$ cat src/rtl/core/drd_pkg.sv
// Shared types, constants and helper functions of the detection row decoder.
package drd_pkg;

  // Field widths
  localparam int unsigned VALUE_W    = 32;
  localparam int unsigned ROW_IDX_W  = 16;
  localparam int unsigned CLASS_W    = 7;
  localparam int unsigned NET_W      = 13;
  localparam int unsigned SCALE_W    = 24;
  localparam int unsigned CONF_W     = 17;
  localparam int unsigned POS_W      = 12;
  localparam int unsigned LEN_W      = 13;
  localparam int unsigned PROD_W     = 64;
  localparam int unsigned CFG_IDX_W  = 3;
  localparam int unsigned CFG_DATA_W = 24;
  localparam int unsigned OUT_DATA_W = 88;

  // Internal datapath widths
  localparam int unsigned DN_W  = 46;  // denormalized coordinate, signed
  localparam int unsigned MAG_W = 46;  // magnitude fed to the scaler
  localparam int unsigned MH_W  = 22;  // high slice of the magnitude
  localparam int unsigned ML_W  = 24;  // low slice of the magnitude
  localparam int unsigned QT_W  = 39;  // scaled result, signed

  // Element positions within a row
  localparam int unsigned ELEM_CX   = 0;
  localparam int unsigned ELEM_CY   = 1;
  localparam int unsigned ELEM_W    = 2;
  localparam int unsigned ELEM_H    = 3;
  localparam int unsigned ELEM_OBJ  = 4;
  localparam int unsigned ELEM_CLS0 = 5;
  localparam int unsigned MIN_ELEMS = 6;

  localparam logic signed [VALUE_W-1:0] TWO_Q16   = 32'sd131072;
  localparam logic [CONF_W-1:0]         CONF_ONE  = 17'd65536;
  localparam logic [NET_W-1:0]          FRAME_MAX = 13'd4096;
  localparam logic signed [QT_W-1:0]    QT_ONE    = 39'sd1;
  localparam logic signed [QT_W-1:0]    QT_FMAX   = 39'sd4096;

  // Row queue between front and back
  localparam int unsigned FIFO_DEPTH = 2;
  localparam int unsigned FIFO_PTR_W = 1;

  typedef enum logic [CFG_IDX_W-1:0] {
    CFG_NET_SIZE,
    CFG_FRAME_W,
    CFG_FRAME_H,
    CFG_SCALE_X,
    CFG_SCALE_Y,
    CFG_CLASS_ID,
    CFG_CONF_THR
  } cfg_idx_e;

  typedef enum logic [3:0] {
    B_IDLE,
    B_PROD,
    B_CHECK,
    B_DENORM,
    B_OPND,
    B_MULH,
    B_MULL,
    B_ACC,
    B_CLAMP,
    B_TRIM,
    B_DONE
  } back_state_e;

  typedef struct packed {
    logic [NET_W-1:0]   net_size;
    logic [NET_W-1:0]   frame_w;
    logic [NET_W-1:0]   frame_h;
    logic [SCALE_W-1:0] scale_x;
    logic [SCALE_W-1:0] scale_y;
    logic [CLASS_W-1:0] class_id;
    logic [CONF_W-1:0]  conf_thr;
  } cfg_t;

  // One finished row as handed from front to back
  typedef struct packed {
    logic                      frame_last;
    logic [ROW_IDX_W-1:0]      row_index;
    logic                      pre_ok;
    logic signed [VALUE_W-1:0] cx;
    logic signed [VALUE_W-1:0] cy;
    logic signed [VALUE_W-1:0] w;
    logic signed [VALUE_W-1:0] h;
    logic signed [VALUE_W-1:0] obj;
    logic signed [VALUE_W-1:0] best;
  } row_t;

  typedef struct packed {
    logic [ROW_IDX_W-1:0] row_index;
    logic                 kept;
    logic [POS_W-1:0]     box_x;
    logic [POS_W-1:0]     box_y;
    logic [LEN_W-1:0]     box_width;
    logic [LEN_W-1:0]     box_height;
    logic [CONF_W-1:0]    confidence;
    logic                 frame_last;
  } res_t;

  // Saturate a frame dimension into [1, 4096]
  function automatic logic [NET_W-1:0] frame_lim(logic [NET_W-1:0] lim);
    if (lim == '0) return NET_W'(1);
    if (lim > FRAME_MAX) return FRAME_MAX;
    return lim;
  endfunction

  // Clamp a left/top edge into [0, f-1]
  function automatic logic [POS_W-1:0] clamp_pos(logic signed [QT_W-1:0] p,
                                                 logic [NET_W-1:0] f);
    logic signed [QT_W-1:0] hi;
    hi = $signed({{(QT_W-NET_W){1'b0}}, f - NET_W'(1)});
    if (p > hi) return hi[POS_W-1:0];
    if (p[QT_W-1]) return '0;
    return p[POS_W-1:0];
  endfunction

  // Raise a size to at least 1; cap at the largest frame, trimmed later
  function automatic logic [LEN_W-1:0] clamp_len(logic signed [QT_W-1:0] l);
    if (l < QT_ONE) return LEN_W'(1);
    if (l > QT_FMAX) return FRAME_MAX;
    return l[LEN_W-1:0];
  endfunction

endpackage

$ cat src/rtl/core/drd_fifo.sv
// Two-entry row queue between the front end and the box back end.
module drd_fifo
  import drd_pkg::*;
(
  input  logic clk_i,
  input  logic rst_ni,
  input  logic push_i,
  input  row_t data_i,
  output logic full_o,
  input  logic pop_i,
  output logic empty_o,
  output row_t data_o
);

  row_t                  mem_q [FIFO_DEPTH];
  logic [FIFO_PTR_W-1:0] wr_ptr_q, rd_ptr_q;
  logic [FIFO_PTR_W:0]   cnt_q;

  assign full_o  = (cnt_q == (FIFO_PTR_W + 1)'(FIFO_DEPTH));
  assign empty_o = (cnt_q == '0);
  assign data_o  = mem_q[rd_ptr_q];

  // Store the pushed record
  always_ff @(posedge clk_i) begin
    if (push_i) begin
      mem_q[wr_ptr_q] <= data_i;
    end
  end

  // Advance pointers and fill level
  always_ff @(posedge clk_i or negedge rst_ni) begin
    if (!rst_ni) begin
      wr_ptr_q <= '0;
      rd_ptr_q <= '0;
      cnt_q    <= '0;
    end else begin
      if (push_i) begin
        wr_ptr_q <= wr_ptr_q + FIFO_PTR_W'(1);
      end
      if (pop_i) begin
        rd_ptr_q <= rd_ptr_q + FIFO_PTR_W'(1);
      end
      if (push_i && !pop_i) begin
        cnt_q <= cnt_q + (FIFO_PTR_W + 1)'(1);
      end else if (pop_i && !push_i) begin
        cnt_q <= cnt_q - (FIFO_PTR_W + 1)'(1);
      end
    end
  end

endmodule

$ cat config.mk
export PLATFORM = sky130hd
export DESIGN_NAME = drd_fifo
export DESIGN_NICKNAME = d
export VERILOG_FILES = /design/src/rtl/core/drd_pkg.sv /design/src/rtl/core/drd_fifo.sv
export SDC_FILE = /design/constraint.sdc
export NUM_CORES = 1
export LEC_CHECK = 0
export ABC_CLOCK_PERIOD_IN_PS = 12400
export BUFFER_PORTS_ARGS = -buffer_cell sky130_fd_sc_hd__buf_4
export CORE_UTILIZATION = 38
export DETAILED_ROUTE_END_ITERATION = 6
export GPL_TIMING_DRIVEN = 0
export PLACE_DENSITY_LB_ADDON = 0.25
export SLEW_MARGIN = 20
export SYNTH_ARGS = -nofsm -noshare
export SYNTH_HDL_FRONTEND = slang
export SYNTH_SLANG_ARGS = --single-unit
$ cat constraint.sdc
create_clock -name clk_i -period 12.4 [get_ports clk_i]
set_input_delay 1.86 -clock clk_i [delete_from_list [all_inputs] [get_ports clk_i]]
set_output_delay 1.86 -clock clk_i [all_outputs]
set_load 0.01 [all_outputs]
==> impl_metrics.tcl <==
set metrics [dict create \
    grt-ovfl-total 0 \
    async_flop_share_pct 0.943 \
    postCtsResizedCells 0 \
    end_kind "output pin" \
    min_path_type "flip-flop to flip-flop" \
    synthTopCellsByCount "420 x edfxtp_1, 210 x mux2_2, 21 x buf_6, 4 x dfrtp_1, 4 x xor2_1" \
    synth_warnings 0 \
    min_period_ns 3.77 \
    antenna_found_initial 1 \
    io_pins 426 \
    crit_type "flip-flop to output pin" \
    fin_skew_ns 0.00914 \
    synth_simple_gate_area_share_pct 0.171 \
    ant_nets 0 \
    yosysTopAreaCell "edfxtp_1" \
    grt_pass1_wl_um 47700 \
    clk_pin_slew_ns 0.06 \
    post-route-period-util_pct 30.4 \
    fin_nets 1371 \
    cp_max_fo 10 \
    dpl.hpwl_um 22800 \
    maxCapViolCount 0 \
    critPathLaunchType "flip-flop" \
    via_per_inst 4.62 \
    synth_top_family_by_area "multiplexers" \
    p_per_area_mw_per_mm2 226 \
    layout_setup_ws_ns 8.63 \
    cts_buffer_depth 3 \
    syn2layout_area_growth_pct 35.9 \
    synth_edf_count 420 \
    ir_drop_v 0.000149 \
    drtPass1Iterations 4 \
    finalSetupViolations 0 \
    route.detailed.drc 0 \
    synth_compound_area_share_pct 0 \
    dpl_worst_slack_ns 8.75 \
    io_buffers 425 \
    synth_mux_area_share_pct 15.3 \
    h-tree-depth 2 \
    crit_required_ns 10.54 \
    drt-total-wl_um 32500 \
    synthTopCellsByArea "edfxtp_1 82%, mux2_2 15%, buf_6 1.5%, dfrtp_1 0.65%, xor2_1 0.23%" \
    finalSetupTns_ns 0 \
    cp.arrival_ns 1.91 \
    clock_latency_ns 0.55 \
    cts_buffers 44 \
    p_total_mw 4.73 \
    grt_pass1_vias 8256 \
    clock.fmax_mhz 265 \
    synth_flop_cell "edfxtp_1" \
    status "completed" \
    rsz0062_at_grt "no" \
    pwr-share-comb_pct 33.5 \
    synthAdderAreaFrac_pct 0.0812 \
    p_leak_nw 7.84 \
    yosysMostFrequentCell "edfxtp_1" \
    syn_area_mm2 0.0154 \
    place_congestion 0.715 \
    clkPwrFrac_pct 25.3 \
    core_area_mm2 0.0398 \
    drt_iter0_drc 333 \
    ys_seq_area_share_pct 82.5 \
    holdBufCountCts 0 \
    synthCells 669 \
    dieArea_mm2 0.0414 \
    synth_seq_cells 424 \
    die_y_um 203 \
    slew_headroom_pct 64.5 \
    hold_violations 0 \
    fillers 3270 \
    final-max-slew-violation-count 0 \
    cts_tree "built" \
    routedWlPerCell_um 19.0 \
    syn_area_per_cell_um2 23.0 \
    cts_setup_buffers 0 \
    holdWs_ns 0.498 \
    grt_use_total_pct 15.3 \
    initial_utilization_pct 38.7 \
    power.switching_mw 1.32 \
    p_sw_share_pct 27.8 \
    num_vias 7898 \
    synthXorXnorAreaFrac_pct 0.284 \
    dieWidth_um 203 \
    drive_gt1_share_pct 61.9 \
    seqPwrFrac_pct 41.3 \
    synth_top_area_share_pct 81.8 \
    grt_max_degree 51 \
    synth_cell_types 12 \
    worstMarginPinSlew_ns 0.532 \
    ctsRootBufferMaster "clkbuf_16" \
    syn-num-nets 884 \
    reg2reg_slack_ns 10.36 \
    utilization_pct 52.6 \
    rows 73 \
    cts_sinks 424 \
    intPower_mw 3.41 \
]
logic make-up (layout without fill, tap and decap cells):
kind of cell,Yosys count,after routing
other,0,1
buffers and inverters,24,540
multiplexers,210,210
AND/OR/NAND/NOR,5,5
adder cells (fa/ha/maj),1,1
XOR/XNOR,5,5
flip-flops,424,424
per-layer routing:
layer	routed length [um]	share of wire, %	track usage [%]	vias to the layer above
met5	0	0	0	-
li1	-	-	-	3637
met1	12500	38	17.6	3915
met2	15900	49	25.2	301
met3	3400	10	6.74	45
met4	737	2.3	5.91	0
final timing paths:
path,startpoint,to,cells past startpoint
min in group asynchronous,rst_ni,wr_ptr_q,1
worst min-delay path,cnt_q[1],cnt_q[1],1
worst max-delay path,rd_ptr_q,data_o[119],4
worst min register to register,cnt_q[1],cnt_q[1],1
max in group asynchronous,rst_ni,rd_ptr_q,1
worst max register to register,wr_ptr_q,mem_q[0][30],5
per-stage QoR:
step                      instance area [um^2]  std cells
after floorplan                          15400        669
after global placement                   19300       1619
after detailed placement                 19700       1635
after CTS                                20900       1710
after global routing                     20900       1711
final                                    20900       1711
flip-flops by register name (all words and copies together) (netlist names):
register	count
wr_ptr_q	1
mem_q	420
cnt_q	2
rd_ptr_q	1
placed cells by master, fill, tap and decap left out, drive strengths merged:
| master | Yosys | final |
|---|---|---|
| inv | 1 | 1 |
| mux2 | 210 | 210 |
| clkinv | 0 | 19 |
| dfrtp | 4 | 4 |
| ha | 1 | 1 |
| bufinv | 0 | 1 |
| xor2 | 4 | 4 |
| nor2b | 2 | 2 |
| and2 | 1 | 1 |
| nor2 | 2 | 2 |
| edfxtp | 420 | 420 |
| clkbuf | 0 | 53 |
| clkinvlp | 0 | 2 |
| xnor2 | 1 | 1 |
| buf | 23 | 464 |
| diode | 0 | 1 |
power by group through the flow:
stage | registers (mW) | logic [mW] | clock network (mW)
2_1_floorplan | 2.06 | 0.824 | 0
3_3_place_gp | 2.13 | 1.53 | 0
3_5_place_dp | 1.98 | 1.61 | 0
4_1_cts | 1.95 | 1.62 | 1.23
5_1_grt | 1.98 | 1.69 | 1.28
6_report | 1.95 | 1.58 | 1.19
cell type report:
class                           instances  area, um^2  share of cell area, %
Tap cell                              525         657                   3.14
Inverter                                1        3.75                 0.0179
Timing Repair Buffer                  441        3580                   17.1
Clock inverter                         22         133                  0.633
Buffer                                 23         246                   1.18
Multi-Input combinational cell        221        2460                   11.7
Clock buffer                           53        1160                   5.52
Sequential cell                       424       12700                   60.7
Antenna cell                            1        2.50                 0.0119
critical path, stage by stage, from the launching register on:
cell	delay (ns)
dfrtp_1	0.40
buf_6	0.21
buf_6	0.21
mux2_2	0.37
buf_4	0.15
Power figures use the tool's default switching activity.
